File: config.mk
export PLATFORM = sky130hd
export DESIGN_NAME = percent_escape_codec
export DESIGN_NICKNAME = d
export VERILOG_FILES = /design/src/rtl/pec_pkg.sv /design/src/rtl/pec_front.sv /design/src/rtl/pec_queue.sv /design/src/rtl/pec_back.sv /design/src/rtl/percent_escape_codec.sv
export VERILOG_INCLUDE_DIRS = /design/src /design/src/rtl
export SDC_FILE = /design/constraint.sdc
export NUM_CORES = 1
export LEC_CHECK = 0
export BUFFER_PORTS_ARGS = -buffer_cell sky130_fd_sc_hd__buf_4
export CAP_MARGIN = 20
export CORE_ASPECT_RATIO = 1.4
export CORE_MARGIN = 4
export CORE_UTILIZATION = 55
export DETAILED_ROUTE_END_ITERATION = 12
export GPL_TIMING_DRIVEN = 0
export PLACE_DENSITY = 0.82
export SYNTH_ARGS = -nofsm -noshare
export SYNTH_HDL_FRONTEND = slang
export SYNTH_SLANG_ARGS = --single-unit
File: constraint.sdc
create_clock -name clock -period 4.7 [get_ports clock]
set_input_delay 0 -clock clock [delete_from_list [all_inputs] [get_ports clock]]
set_output_delay 0 -clock clock [all_outputs]
set_load 0.03 [all_outputs]
File: src/rtl/assert_macros.svh
// Assertion macros shared by the percent escape codec modules.
// Every check samples on the rising clock and is off while reset is high.
`ifndef ASSERT_MACROS_SVH
`define ASSERT_MACROS_SVH

// Check a property on every clock edge outside reset
`define PEC_ASSERT(label, prop, msg) \
   label: assert property (@(posedge clock) disable iff (reset) (prop)) else $error(msg);

// Check that a condition implies a property on the same edge
`define PEC_ASSERT_IMPL(label, cond, prop, msg) \
   label: assert property (@(posedge clock) disable iff (reset) (cond) |-> (prop)) \
      else $error(msg);

`endif

File: src/rtl/pec_pkg.sv
// Package for the percent escape codec: mode codes, the queued job record
// and the character classification functions. No dependencies.
`timescale 1ns / 1ps

package pec_pkg;

   // Codec mode register codes
   localparam logic [1:0] MODE_DECODE       = 2'd0;
   localparam logic [1:0] MODE_ENC_STRICT   = 2'd1;
   localparam logic [1:0] MODE_ENC_SPACE    = 2'd2;
   localparam logic [1:0] MODE_ENC_SLASH    = 2'd3;

   // Escape phase codes of the decoder
   localparam logic [1:0] PHASE_IDLE  = 2'd0;
   localparam logic [1:0] PHASE_PCT   = 2'd1;
   localparam logic [1:0] PHASE_DIGIT = 2'd2;

   localparam logic [7:0] PCT_CHAR    = 8'h25;
   localparam int         QUEUE_DEPTH = 2;

   // One queued job: up to three result characters
   typedef struct packed {
      logic [1:0] num;          // number of results, 1 to 3
      logic [7:0] ch0;
      logic [7:0] ch1;
      logic [7:0] ch2;
      logic       final_valid;  // out_valid of the final result
      logic       final_last;   // out_last of the final result
   } job_type;

   // Hex digit value, top bit set when the character is a digit
   function automatic logic [4:0] hex_digit(input logic [7:0] c);
      logic [4:0] r;
      r = 5'd0;
      if (c inside {[8'h30:8'h39]}) begin
         r = {1'b1, c[3:0]};
      end else if (c inside {[8'h61:8'h66], [8'h41:8'h46]}) begin
         r = {1'b1, c[3:0] + 4'd9};
      end
      return r;
   endfunction

   // Lowercase hex character of a nibble
   function automatic logic [7:0] nibble_char(input logic [3:0] n);
      logic [7:0] r;
      if (n < 4'd10) begin
         r = 8'h30 + {4'd0, n};
      end else begin
         r = 8'h57 + {4'd0, n};
      end
      return r;
   endfunction

   // Characters that an encode mode passes unchanged
   function automatic logic passes_plain(input logic [7:0] c, input logic [1:0] mode);
      logic r;
      r = 1'b0;
      if (c inside {[8'h41:8'h5a], [8'h61:8'h7a], [8'h30:8'h39]}) begin
         r = 1'b1;
      end else if (c inside {8'h2a, 8'h2d, 8'h5f, 8'h2e, 8'h7e}) begin
         r = 1'b1;
      end else if (mode == MODE_ENC_SPACE && c == 8'h20) begin
         r = 1'b1;
      end else if (mode == MODE_ENC_SLASH && c == 8'h2f) begin
         r = 1'b1;
      end
      return r;
   endfunction

endpackage

File: src/rtl/pec_front.sv
// Front end of the percent escape codec: accepts request bytes, tracks the
// escape state and turns each request into a job record. Uses pec_pkg.
`timescale 1ns / 1ps
`include "assert_macros.svh"

module pec_front (
   input  logic             clock,
   input  logic             reset,
   input  logic             csr_valid,
   output logic             csr_ready,
   input  logic [1:0]       csr_data,
   input  logic             req_tvalid,
   output logic             req_tready,
   input  logic [7:0]       req_tdata,
   input  logic             req_tlast,
   output logic             job_valid,
   input  logic             job_ready,
   output pec_pkg::job_type job_data
);

   logic [1:0] mode_ff, mode_in;
   logic [1:0] phase_ff, phase_in;
   logic [7:0] held_ff, held_in;
   logic       accept;
   logic       emit;
   logic [4:0] hi_dig, lo_dig;
   logic [7:0] dec_val;
   pec_pkg::job_type job;

   assign csr_ready  = 1'b1;
   assign req_tready = job_ready;
   assign accept     = req_tvalid & req_tready;
   assign job_valid  = accept & emit;
   assign job_data   = job;

   assign hi_dig = pec_pkg::hex_digit(held_ff);
   assign lo_dig = pec_pkg::hex_digit(req_tdata);

   // Value of an escape: stop reading at the first non-digit
   always_comb begin
      dec_val = 8'd0;
      if (hi_dig[4]) begin
         dec_val = lo_dig[4] ? {hi_dig[3:0], lo_dig[3:0]} : {4'd0, hi_dig[3:0]};
      end
   end

   // Classify the request and build its job
   always_comb begin
      phase_in        = phase_ff;
      held_in         = held_ff;
      emit            = 1'b1;
      job.num         = 2'd1;
      job.ch0         = req_tdata;
      job.ch1         = req_tdata;
      job.ch2         = req_tdata;
      job.final_valid = 1'b1;
      job.final_last  = req_tlast;
      if (mode_ff != pec_pkg::MODE_DECODE) begin
         phase_in = pec_pkg::PHASE_IDLE;
         if (!pec_pkg::passes_plain(req_tdata, mode_ff)) begin
            job.num = 2'd3;
            job.ch0 = pec_pkg::PCT_CHAR;
            job.ch1 = pec_pkg::nibble_char(req_tdata[7:4]);
            job.ch2 = pec_pkg::nibble_char(req_tdata[3:0]);
         end
      end else begin
         case (phase_ff)
            pec_pkg::PHASE_PCT: begin
               if (req_tlast) begin
                  phase_in = pec_pkg::PHASE_IDLE;
                  job.num  = 2'd2;
                  job.ch0  = pec_pkg::PCT_CHAR;
               end else begin
                  held_in  = req_tdata;
                  phase_in = pec_pkg::PHASE_DIGIT;
                  emit     = 1'b0;
               end
            end
            pec_pkg::PHASE_DIGIT: begin
               phase_in = pec_pkg::PHASE_IDLE;
               job.ch0  = dec_val;
               if (dec_val == 8'd0) begin
                  // Drop a zero escape; close the string with an empty marker
                  job.final_valid = 1'b0;
                  emit            = req_tlast;
               end
            end
            default: begin
               phase_in = pec_pkg::PHASE_IDLE;
               if (req_tdata == pec_pkg::PCT_CHAR && !req_tlast) begin
                  phase_in = pec_pkg::PHASE_PCT;
                  emit     = 1'b0;
               end
            end
         endcase
      end
   end

   // Mode write clears any partial escape
   assign mode_in = csr_data;

   always_ff @(posedge clock) begin
      if (reset) begin
         mode_ff  <= pec_pkg::MODE_DECODE;
         phase_ff <= pec_pkg::PHASE_IDLE;
         held_ff  <= 8'd0;
      end else if (csr_valid && csr_ready) begin
         mode_ff  <= mode_in;
         phase_ff <= pec_pkg::PHASE_IDLE;
         held_ff  <= 8'd0;
      end else if (accept) begin
         phase_ff <= phase_in;
         held_ff  <= held_in;
      end
   end

   `PEC_ASSERT_IMPL(a_phase_only_decode, phase_ff != pec_pkg::PHASE_IDLE,
      mode_ff == pec_pkg::MODE_DECODE, "escape phase open outside decode mode")

endmodule

File: src/rtl/pec_queue.sv
// Short job queue between the codec front and back ends, built from
// registers with head and tail pointers. Uses pec_pkg for the job record.
`timescale 1ns / 1ps
`include "assert_macros.svh"

module pec_queue #(
   parameter int DEPTH = pec_pkg::QUEUE_DEPTH
) (
   input  logic             clock,
   input  logic             reset,
   input  logic             push_valid,
   output logic             push_ready,
   input  pec_pkg::job_type push_data,
   output logic             pop_valid,
   input  logic             pop_ready,
   output pec_pkg::job_type pop_data
);

   localparam int PTR_W = (DEPTH > 1) ? $clog2(DEPTH) : 1;
   localparam int CNT_W = $clog2(DEPTH + 1);
   localparam logic [PTR_W-1:0] PTR_LAST = PTR_W'(DEPTH - 1);
   localparam logic [CNT_W-1:0] CNT_FULL = CNT_W'(DEPTH);

   pec_pkg::job_type store_ff [DEPTH];
   logic [PTR_W-1:0] wr_ptr_ff, wr_ptr_in;
   logic [PTR_W-1:0] rd_ptr_ff, rd_ptr_in;
   logic [CNT_W-1:0] count_ff, count_in;
   logic             push, pop;

   assign push_ready = (count_ff != CNT_FULL);
   assign pop_valid  = (count_ff != '0);
   assign pop_data   = store_ff[rd_ptr_ff];
   assign push       = push_valid & push_ready;
   assign pop        = pop_valid & pop_ready;

   // Advance pointers with wrap and track the fill count
   always_comb begin
      wr_ptr_in = wr_ptr_ff;
      rd_ptr_in = rd_ptr_ff;
      count_in  = count_ff;
      if (push) begin
         wr_ptr_in = (wr_ptr_ff == PTR_LAST) ? '0 : wr_ptr_ff + 1'b1;
      end
      if (pop) begin
         rd_ptr_in = (rd_ptr_ff == PTR_LAST) ? '0 : rd_ptr_ff + 1'b1;
      end
      if (push && !pop) begin
         count_in = count_ff + 1'b1;
      end else if (pop && !push) begin
         count_in = count_ff - 1'b1;
      end
   end

   always_ff @(posedge clock) begin
      if (reset) begin
         wr_ptr_ff <= '0;
         rd_ptr_ff <= '0;
         count_ff  <= '0;
      end else begin
         wr_ptr_ff <= wr_ptr_in;
         rd_ptr_ff <= rd_ptr_in;
         count_ff  <= count_in;
      end
   end

   // Write the job payload
   always_ff @(posedge clock) begin
      if (push) begin
         store_ff[wr_ptr_ff] <= push_data;
      end
   end

   `PEC_ASSERT(a_count_bound, count_ff <= CNT_FULL, "queue fill count above depth")
   `PEC_ASSERT_IMPL(a_ptr_match, (count_ff == '0) || (count_ff == CNT_FULL),
      wr_ptr_ff == rd_ptr_ff, "queue pointers apart while empty or full")

endmodule

File: src/rtl/pec_back.sv
// Codec back end (job record from pec_pkg): walks the head job one result
// per cycle into a registered response stage unless the receiver stalls.
`timescale 1ns / 1ps
`include "assert_macros.svh"

module pec_back (
   input  logic             clock,
   input  logic             reset,
   input  logic             job_valid,
   output logic             job_ready,
   input  pec_pkg::job_type job_data,
   output logic             rsp_tvalid,
   input  logic             rsp_tready,
   output logic [7:0]       rsp_tdata,
   output logic             rsp_tuser,
   output logic             rsp_tlast
);

   logic [1:0] idx_ff, idx_in;
   logic       valid_ff, valid_in;
   logic [7:0] data_ff, data_in;
   logic       user_ff, user_in;
   logic       last_ff, last_in;
   logic       load;
   logic       is_final;

   assign load      = job_valid & (~valid_ff | rsp_tready);
   assign is_final  = (idx_ff == job_data.num - 2'd1);
   assign job_ready = load & is_final;

   // Select the current result of the head job
   always_comb begin
      case (idx_ff)
         2'd0:    data_in = job_data.ch0;
         2'd1:    data_in = job_data.ch1;
         default: data_in = job_data.ch2;
      endcase
      user_in  = is_final ? job_data.final_valid : 1'b1;
      last_in  = is_final ? job_data.final_last : 1'b0;
      idx_in   = load ? (is_final ? 2'd0 : idx_ff + 2'd1) : idx_ff;
      valid_in = load | (valid_ff & ~rsp_tready);
   end

   always_ff @(posedge clock) begin
      if (reset) begin
         idx_ff   <= 2'd0;
         valid_ff <= 1'b0;
      end else begin
         idx_ff   <= idx_in;
         valid_ff <= valid_in;
      end
   end

   // Hold the payload while the receiver stalls
   always_ff @(posedge clock) begin
      if (load) begin
         data_ff <= data_in;
         user_ff <= user_in;
         last_ff <= last_in;
      end
   end

   assign rsp_tvalid = valid_ff;
   assign rsp_tdata  = data_ff;
   assign rsp_tuser  = user_ff;
   assign rsp_tlast  = last_ff;

   `PEC_ASSERT_IMPL(a_idx_in_job, job_valid, idx_ff < job_data.num,
      "result index past the head job")

endmodule

File: src/rtl/percent_escape_codec.sv
// Percent escape codec top level: front end, job queue and back end.
// Depends on pec_pkg, pec_front, pec_queue and pec_back.
`timescale 1ns / 1ps
//
// Usage:
//   req_*  : input string, one byte per request, tlast on the final byte.
//   rsp_*  : output characters; tuser is 1 for a real character and 0 for an
//            empty end marker (tdata 0, tlast 1); tlast marks the final result.
//   csr_*  : writes the 2-bit mode (0 decode, 1 encode strict, 2 encode keeping
//            space, 3 encode keeping slash); write only while the block is idle.
//            A write drops any partial escape.
// Path: an accepted request passes through the job queue and then the
//   registered response stage before its result appears.
// Throughput: the back end sends one result per cycle while the receiver is
//   ready, so an encoded escape gives three results per byte, a short escape
//   at the end two, other bytes one. Requests that give no result (the '%'
//   and first digit of an escape) are taken at the front end without a job.
// The job queue (QUEUE_DEPTH entries) lets the front end keep accepting
//   requests while the back end drains a multi-character job.
// Reset: synchronous; clears the mode to decode, the escape state and the
//   queue. A stalled receiver holds the response register; once the queue
//   fills, req_tready drops.
//
module percent_escape_codec #(
   parameter int QUEUE_DEPTH = pec_pkg::QUEUE_DEPTH
) (
   input  logic       clock,
   input  logic       reset,
   input  logic       csr_valid,
   output logic       csr_ready,
   input  logic [1:0] csr_data,     // codec_mode
   input  logic       req_tvalid,
   output logic       req_tready,
   input  logic [7:0] req_tdata,    // [7:0] in_byte
   input  logic       req_tlast,
   output logic       rsp_tvalid,
   input  logic       rsp_tready,
   output logic [7:0] rsp_tdata,    // [7:0] out_byte
   output logic       rsp_tuser,    // [0] out_valid
   output logic       rsp_tlast
);

   logic             fq_valid, fq_ready;
   pec_pkg::job_type fq_data;
   logic             qb_valid, qb_ready;
   pec_pkg::job_type qb_data;

   // Classify requests
   pec_front u_front (
      .clock      (clock),
      .reset      (reset),
      .csr_valid  (csr_valid),
      .csr_ready  (csr_ready),
      .csr_data   (csr_data),
      .req_tvalid (req_tvalid),
      .req_tready (req_tready),
      .req_tdata  (req_tdata),
      .req_tlast  (req_tlast),
      .job_valid  (fq_valid),
      .job_ready  (fq_ready),
      .job_data   (fq_data)
   );

   // Buffer jobs between the two ends
   pec_queue #(
      .DEPTH (QUEUE_DEPTH)
   ) u_queue (
      .clock      (clock),
      .reset      (reset),
      .push_valid (fq_valid),
      .push_ready (fq_ready),
      .push_data  (fq_data),
      .pop_valid  (qb_valid),
      .pop_ready  (qb_ready),
      .pop_data   (qb_data)
   );

   // Emit results
   pec_back u_back (
      .clock      (clock),
      .reset      (reset),
      .job_valid  (qb_valid),
      .job_ready  (qb_ready),
      .job_data   (qb_data),
      .rsp_tvalid (rsp_tvalid),
      .rsp_tready (rsp_tready),
      .rsp_tdata  (rsp_tdata),
      .rsp_tuser  (rsp_tuser),
      .rsp_tlast  (rsp_tlast)
   );

endmodule
Yosys cells after proc, flatten, opt, wreduce, memory -nomap -nowiden
Memories as Yosys holds them, arrays and structs flattened. A register that Yosys moved wholly into a read port is not among the register bits.
Cells that the tools add are included.
Cells by class
  add/subtract/negate cells: 12
  eq/ne operators: 15
  magnitude comparators: 16
  reduce and logical (&&, ||, !) cells: 27
  bitwise operators: 13
  muxes and demuxes: 41
Operator list (count)
  8-bit by 6-bit equality test with 1-bit output (second input constant): 6
  8-bit by 7-bit <= comparator with 1-bit output (second input constant): 6
  8-bit by 7-bit >= comparator with 1-bit output (second input constant): 4
  8-bit two-way mux: 4
  8-bit case mux with 2 select lines: 2
  26-bit two-way mux: 1
  10-bit two-way mux: 2
  5-bit two-way mux: 4
  1-bit two-way mux: 19
  7-bit by 4-bit adder with 8-bit output (first input constant): 2
  8-bit by 7-bit equality test with 1-bit output (second input constant): 2
  8-bit by 6-bit >= comparator with 1-bit output (second input constant): 2
  8-bit by 6-bit <= comparator with 1-bit output (second input constant): 2
  16-bit two-way mux: 1
  6-bit by 4-bit adder with 7-bit output (first input constant): 2
  1-bit logical AND: 13
  2-bit two-way mux: 6
  2-bit nonzero test: 5
  4-bit adder (second input constant): 2
  8-bit logical NOT: 1
  4-bit < comparator (second input constant): 2
  1-bit bitwise AND: 7
  2-bit equality test (second input constant): 3
  5-bit nonzero test: 1
  15 further kinds: 25
Word-level totals
  input bits: 16
  register bits after elaboration: 29
  logic and storage cells: 136
  memories kept: 1
  RAM bits: 56
Memories
  u_queue.store_ff: depth 2, bits a word 28, read ports 1, clocked after Yosys merged registers in 1, write ports 1, line pec_queue.sv:24  | pec_pkg::job_type store_ff [DEPTH];

Logic depth before layout (Yosys ltp)
Gate-level depths: netlist of the first run.
  depth in word-level cells: 17
  gate-level depth with buffers: 16

Modules after synthesis
Synthesis of the first run repeated with hierarchy kept, for this count alone.
Unflattened totals
  cell total of the unflattened synthesis: 414
  area total of the unflattened synthesis: 4643.2 µm²
Modules (own cells, without submodules)
  pec_queue: times used 1, area each 2239.6 µm², cells each 111
  pec_front: times used 1, area each 1755.4 µm², cells each 242
  pec_back: times used 1, area each 648.1 µm², cells each 61

Least setup slack after synthesis of the first run
No wires, ideal clock.
  path type: input to register
  from: input req_tdata[1]
  to: memory u_queue.store_ff[0][0] (netlist name), enable pin
  cell stages on the path: 12
  setup slack: -0.158 ns
  setup time: 0.453 ns
  required time: 4.247 ns
  arrival time: 4.405 ns
  cell sequence: clkbuf_1 -> inv_1 -> ha_1 -> or4b_4 -> a311o_1 -> a22oi_2 -> buf_6 -> and3_1 -> o31ai_2 -> o2111ai_1 -> o21bai_1 -> a211oi_1
Between the ends
  word-level cells in the longest chain between the ends: 15
  elaborated cells on any way between the ends: 26
  those cells by class: add/sub: 1; order compare: 6; eq/ne: 1; mux: 10; bitwise: 2; reduce/logical: 6
Ends and longest elaborated chain
  start, declared: line percent_escape_codec.sv:34  | input logic [7:0] req_tdata,
  8-bit by 7-bit >= comparator with 1-bit output / 8-bit by 7-bit <= comparator with 1-bit output (equally long branches): line pec_pkg.sv:37  | end else if (c inside {[8'h61:8'h66], [8'h41:8'h46]}) begin
  1-bit logical AND: line pec_pkg.sv:37
  2-bit nonzero test: line pec_pkg.sv:37
  5-bit two-way mux: line pec_pkg.sv:37
  5-bit two-way mux: line pec_pkg.sv:35  | if (c inside {[8'h30:8'h39]}) begin
  8-bit two-way mux: line pec_front.sv:43  | dec_val = lo_dig[4] ? {hi_dig[3:0], lo_dig[3:0]} : {4'd0, hi_dig[3:0]};
  8-bit two-way mux: line pec_front.sv:42  | if (hi_dig[4]) begin
  8-bit logical NOT: line pec_front.sv:82  | if (dec_val == 8'd0) begin
  1-bit two-way mux: line pec_front.sv:82
  1-bit case mux with 2 select lines (*): line pec_front.sv:67  | case (phase_ff)
  1-bit two-way mux (*): line pec_front.sv:58  | if (mode_ff != pec_pkg::MODE_DECODE) begin
  1-bit bitwise AND (*): line pec_front.sv:33  | assign job_valid = accept & emit;
  1-bit bitwise AND (*): line pec_queue.sv:33  | assign push = push_valid & push_ready;
  1-bit two-way mux (*): line pec_queue.sv:68  | if (push) begin
  1-bit two-way mux (not written as such) (*): line pec_queue.sv:69  | store_ff[wr_ptr_ff] <= push_data;
  end, declared: line pec_queue.sv:24
Every way passes the cells marked *; elsewhere a longest branch is shown, timed or not.

Worst setup path after layout of the first run
  from: input req_tdata[1]
  to: register u_queue.count_ff[1]
Between the ends
  word-level cells in the longest chain between the ends: 16
  elaborated cells on any way between the ends: 29
  those cells by class: add/sub: 1; order compare: 6; eq/ne: 1; mux: 9; bitwise: 2; reduce/logical: 10
Ends and longest elaborated chain
  8-bit by 7-bit >= comparator with 1-bit output / 8-bit by 7-bit <= comparator with 1-bit output (equally long branches): line pec_pkg.sv:37
  1-bit logical AND: line pec_pkg.sv:37
  2-bit nonzero test: line pec_pkg.sv:37
  5-bit two-way mux: line pec_pkg.sv:37
  5-bit two-way mux: line pec_pkg.sv:35
  8-bit two-way mux: line pec_front.sv:43
  8-bit two-way mux: line pec_front.sv:42
  8-bit logical NOT: line pec_front.sv:82
  1-bit two-way mux: line pec_front.sv:82
  1-bit case mux with 2 select lines (*): line pec_front.sv:67
  1-bit two-way mux (*): line pec_front.sv:58
  1-bit bitwise AND (*): line pec_front.sv:33
  1-bit bitwise AND (*): line pec_queue.sv:33
  via u_queue.push: line pec_queue.sv:28  | logic push, pop;
  1-bit logical NOT: line pec_queue.sv:49  | end else if (pop && !push) begin
  1-bit logical AND: line pec_queue.sv:49
  2-bit nonzero test (no source line)
  end signal, assigned: line pec_queue.sv:62  | count_ff <= count_in;
  end, declared: line pec_queue.sv:27  | logic [CNT_W-1:0] count_ff, count_in;
Mark *: on every way through the listed nets, which the timed path passes. The rest lies on a longest branch.
A chain may end at the register's enable or synchronous reset.

==> results of run 1 <==
==> report_power, final <==
group	internal (W)	switching, W
Sequential	0.000969	0.0000518
Combinational	0.000244	0.000467
Clock	0.000354	0.000253
==> how the worst min path moves through the flow <==
stage	start	endpoint	slack [ns]	cells past startpoint
final	req_tdata[2]	u_front.held_ff[2]	0.12	4
after detailed placement	csr_data[1]	u_front.mode_ff[1]	0.26	3
after global placement	csr_data[0]	u_front.mode_ff[0]	0.23	3
after floorplan	req_tlast	u_queue.store_ff[0][0]	0.1	0
after CTS	req_tdata[2]	u_front.held_ff[2]	0.11	4
after global routing	req_tdata[2]	u_front.held_ff[2]	0.15	4
==> sequential cells by signal, indices dropped and copies added, names as in the netlist, named ones only <==
name               flops
u_queue.count_ff       2
u_back.rsp_tlast       1
u_queue.rd_ptr_ff      1
u_front.mode_ff        2
u_back.rsp_tvalid      1
u_back.rsp_tuser       1
u_back.rsp_tdata       8
u_back.idx_ff          2
u_front.held_ff        8
u_queue.store_ff      54
u_queue.wr_ptr_ff      1
u_front.phase_ff       2
==> per-layer routing <==
| metal | track usage, % | vias to the layer above | part of all wire, % |
|---|---|---|---|
| met5 | 0 | - | 0 |
| met4 | 11.1 | 0 | 3.5 |
| met3 | 4.09 | 28 | 3.5 |
| met2 | 43.2 | 106 | 54 |
| met1 | 24.4 | 1717 | 39 |
| li1 | - | 1726 | - |
==> cells in the mapped netlist, types with 5 or more instances <==
library cell and n:
a211oi_1 12, a21oi_1 26, a22o_1 7, a22oi_1 9
a31oi_1 12, and2_1 5, clkbuf_1 19, dfxtp_1 20
edfxtp_1 64, ha_1 18, inv_1 16, mux2i_1 10
nand2_1 39, nand2b_1 9, nand3_1 11, nor2_1 47
nor2b_1 7, nor3_1 7, o21ai_0 24, or2_2 6
==> cell usage in the layout, fill, tap and decap left out, drive strengths merged, types with 5 or more instances in the layout <==
cell type and count:
a211oi 12, inv 17, a22oi 10, nand3 11
nor2b 7, buf 34, clkbuf 29, nand2b 9
nor2 47, a21oi 26, edfxtp 64, nor3 7
dfxtp 20, or2 6, and2 5, nand2 39
a31oi 12, dlygate4sd3 7, a22o 7, o21ai 25
ha 18, mux2i 10
==> layout make-up <==
class | count | area, µm²
fill | 615 | 2680
sequential | 84 | 2320
multi-input combinational | 314 | 2010
timing repair buffer | 32 | 273
buffer | 28 | 133
clock buffer | 10 | 128
tap | 100 | 125
clock inverter | 6 | 111
inverter | 16 | 60.1
==> per-stage QoR <==
step,std cells,power [W]
3_5_place_dp,567,0.00174
4_1_cts,590,0.00234
6_report,590,0.00234
2_1_floorplan,442,0.00150
3_3_place_gp,565,0.00168
5_1_grt,590,0.00245
==> critical path: cells and delay by family <==
kind,cells,cell delay [ns]
compound gates,8,2.13
buf+inv,4,0.88
simple gates,2,0.90
fa+ha+maj,2,0.63
==> cells by family after synthesis <==
logic type               after synthesis  synth area share (%)
AND/OR/NAND/NOR                      154                  17.0
other                                  1                0.0833
multiplexers                          10                  2.22
AO/OA/AOI/OAI                        125                  18.7
adder cells (fa/ha/maj)               18                  5.00
flip-flops                            84                  51.6
XOR/XNOR                               6                  1.17
buffers and inverters                 44                  4.28
==> what timing repair did <==
| action | CTS | global route |
|---|---|---|
| hold endpoints to repair | 6 | 0 |
| hold buffers | 7 | 0 |
| gates resized for setup | 0 | 0 |
| buffers inserted | 0 | 0 |
==> qor.txt, run 1 <==
status: finished clean
sequential fraction of the synthesis area: 51.6%
worst slew pin tran: 0.771 ns
EDFF count, synth: 64
max_slew headroom: 48.5%
routed via count: 3577
gr usage total: 22.9%
arrival time worst endpoint: 4.53 ns
Yosys cell types: 61
ant diodes: 0
syn nets: 476
die width: 84.5 µm
Root Driver: clkbuf_8
global route total overflow: 0
Post-Syn Area: 4500 µm²
final worst slack: 0.453 ns
Routed wire per std cell: 18.3 µm
Final Hold Fails: 0
top post-synthesis cells by area: edfxtp_1 (43%), dfxtp_1 (8.9%), ha_1 (5.0%), nor2_1 (3.9%), nand2_1 (3.3%)
CP Data Required Time: 4.98 ns
PwrDens: 453 nW/µm²
dpl ws: 0.208 ns
endpoint class of the critical path: flip-flop
Layout Nets: 519
Final Util: 65.8%
crit path from: req_tdata[1]
initial antenna violation count: 0
Synth top area share: 42.7%
r2r setup slk: 0.84 ns
Post-Route Setup TNS: 0 ns
critical path fanouts, max: 10
clk buf depth: 2
RSZ-0062 raised after global routing: false
IO Port Bufs: 23
Final min period: 4.25 ns
total CTS buffers: 9
clk_lat worst skew: 0.35 ns
Core ar.: 7850 µm²
Setup CP Type: in2reg
row cnt: 38
crit path to: u_queue.count_ff[1]
routability cong.: 0.898
crit path cell chain: buf_4 -> clkbuf_1 -> inv_1 -> ha_1 -> or4b_4 -> a311o_1 -> a22oi_2 -> buf_6 -> o21ai_0 -> o31ai_2 -> o2111ai_1 -> o21bai_1 -> a21oi_1 -> ha_1 -> or3_1 -> a21oi_1
drt total wl: 10800 µm
die height: 115 µm
Reg2Reg Capture Point: u_queue.count_ff[1]
dpl cell area: 4860 µm²
I/O Pins: 29
worst vdd ir: 0.000277 V
Post-synth top flop: edfxtp_1
Max-Cap Viols: 0
largest net degree at the start of global routing: 15
Clock transition at path regs: 0.09 ns
H-tree levels: 3
ratio of cells with drive above 1 in the final layout: 12.0%
# DRC: 0
Synth Instances: 442
Antenna Nets Post-Route: 0
CTS tree: done
post-route cell area: 5160 µm²
fraction of registers with async set/reset: 0%
full die area: 9720 µm²
Pre-Repair DR Iteration Count: 4
syn_area_per_cell: 10.2 µm²
number of global-route vias before repair: 3622
Final setup violation count: 0
RR Startpoint: u_front.held_ff[0]
synthesis-stage register bit count: 84
Clock Skews: 0.0119 ns
biggest cell delay along the critical path: 0.51 ns
clock sink count: 84
Fin Hold WS: 0.117 ns
highest-delay cell along the critical path: or4b_4
Tcrit/Tclk final: 90.4%
Startpoint Class: primary input
R2R depth: 14
Layout area overhead: 14.7%
Synth area leader: edfxtp_1
DPL Wire Length: 7830 µm
warnings from Yosys: 0
hold crit path type: in2reg
Vias/cell: 6.06
Fmax: 235 MHz
Max Slew Vio Count: 0
initial core utilization: 57.4%
Pleak: 1.86 nW
first-pass GRT wire length: 17400 µm
DRT iter0 DRCs: 263
No activity file was read; power rests on OpenSTA's default activity.
==> inputs of run 2 (changes only) <==
CORE_ASPECT_RATIO = 1.5   (was 1.4)
==> run 2 against run 1 <==
Register-to-register slack got worse by 0.13 ns. Combinational power decreased by 2%. Critical path depth unchanged. Critical path type unchanged. Critical endpoint unchanged.
==> qor.txt, run 2 (same netlist as run 1, synthesis figures left out) <==
Core ar.: 8010 µm²
Pre-Repair DR Iteration Count: 7
Comb power frac: 29.2%
Final Non-Filler Cells: 594
DRT iter0 DRCs: 284
endpoint class of the critical path: flip-flop
routability cong.: 0.917
Layout area overhead: 15.6%
row cnt: 40
clk_lat worst skew: 0.34 ns
Biggest register: u_queue.store_ff
Vias/cell: 6.10
Fin Hold WS: 0.0235 ns
Sequential Power Share: 42.6%
clock sink count: 84
worst slew pin tran: 0.918 ns
status: finished clean
H-tree levels: 3
ant diodes: 0
die width: 81.9 µm
hold crit path type: in2reg
Layout Nets: 518
NetSw: 0.000820 W
critical path fanouts, max: 10
Final setup violation count: 0
I/O Pins: 29
max_slew headroom: 38.6%
global route total overflow: 0
final worst slack: 0.533 ns
Root Driver: clkbuf_16
Post-Route Setup TNS: 0 ns
CTS tree: done
Fmax: 240 MHz
Clock transition at path regs: 0.07 ns
Pleak: 1.87 nW
# DRC: 0
Final min period: 4.17 ns
Clock Skews: 0.00558 ns
Antenna Nets Post-Route: 0
dpl ws: 0.253 ns
total setup buffers inserted after CTS: 0
largest net degree at the start of global routing: 17
worst vdd ir: 0.000292 V
most common cell after layout, fill and taps aside: edfxtp_1
Max-Cap Viols: 0
# resized after CTS: 0
Routed wire per std cell: 18.3 µm
die height: 119 µm
initial antenna violation count: 0
cell-internal power: 0.00158 W
clk buf depth: 2
RSZ-0062 raised after global routing: false
gr usage total: 23.7%
most frequent cells in the layout: edfxtp_1 (64), nor2_1 (47), nand2_1 (39), buf_4 (26), a21oi_1 (26)
clock group share of total power: 28.2%
placed cells: 572
number of global-route vias before repair: 3597
first-pass GRT wire length: 17600 µm
PwrDens: 461 nW/µm²
Max Slew Vio Count: 0
Filler cells: 641
max reg flops: 54
ratio of cells with drive above 1 in the final layout: 12.5%
Final Hold Fails: 0
Setup CP Type: in2reg
initial core utilization: 56.2%
arrival time worst endpoint: 4.44 ns
routed via count: 3621
DPL Wire Length: 7860 µm
total CTS buffers: 9
IO Port Bufs: 23
CP Data Required Time: 4.97 ns
drt total wl: 10900 µm
Sw Ratio: 34.2%
Startpoint Class: primary input
full die area: 9730 µm²
Tcrit/Tclk final: 88.7%
==> run 2: cell count changes in the layout (fill, tap and decap cells not counted), sizes merged <==
cell         change
clkbuf           -1
inv              +2
dlygate4sd3      -1
bufinv           -3
clkinvlp         +1
clkinv           +1
==> run 2: cell type report <==
type,count,area (µm²),area share (%)
timing repair buffer,31,263,5.05
inverter,16,60.1,1.15
tap,105,131,2.52
sequential,84,2320,44.6
buffer,28,133,2.55
clock inverter,7,58.8,1.13
clock buffer,9,225,4.33
multi-input combinational,314,2010,38.7
==> run 2: metal layers <==
| layer | vias to the layer above | track usage (%) | wire length (µm) |
|---|---|---|---|
| li1 | 1720 | - | - |
| met1 | 1736 | 26.0 | 4070 |
| met2 | 132 | 42.1 | 5880 |
| met3 | 33 | 3.63 | 483 |
| met4 | 0 | 12.8 | 422 |
| met5 | - | 0 | 0 |
==> run 2: final timing paths <==
kind              slack [ns]                from  depth (start not counted)                 endpoint
setup / recovery        0.53        req_tdata[1]                         16      u_queue.count_ff[1]
hold / removal          0.02               reset                          4        u_queue.wr_ptr_ff
setup reg to reg        0.71  u_front.held_ff[0]                         12  u_queue.store_ff[1][19]
hold reg to reg         0.46    u_back.idx_ff[1]                          2         u_back.idx_ff[1]
==> run 2: what timing repair did <==
action                                 4_1_cts  5_1_grt
endpoints found under the hold margin        5        0
setup endpoints to repair                    0        0
hold buffers                                 6        0
==> run 2: critical path, stage by stage <==
cell	delay [ns]
buf_4	0.10
clkbuf_1	0.35
inv_1	0.20
ha_1	0.28
or4b_4	0.50
a311o_1	0.40
a22oi_2	0.24
buf_6	0.17
o21ai_0	0.11
o31ai_2	0.27
o2111ai_1	0.31
o21bai_1	0.51
a21oi_1	0.14
ha_1	0.34
or3_1	0.37
a21oi_1	0.14
==> run 2: stage by stage <==
step	power, W	utilization (%)	cell area, µm²
2_1_floorplan	0.00150	-	4500
3_3_place_gp	0.00169	60.0	4810
3_5_place_dp	0.00173	60.7	4860
4_1_cts	0.00240	65.0	5210
5_1_grt	0.00251	65.0	5210
6_report	0.00240	65.0	5210
==> run 2: power groups by stage <==
stage | clock network, W | logic [W] | registers (W)
after floorplan | 0 | 0.000382 | 0.00111
after detailed placement | 0 | 0.000690 | 0.00104
after global placement | 0 | 0.000650 | 0.00104
after global routing | 0.000712 | 0.000763 | 0.00103
final | 0.000677 | 0.000700 | 0.00102
after CTS | 0.000681 | 0.000700 | 0.00102
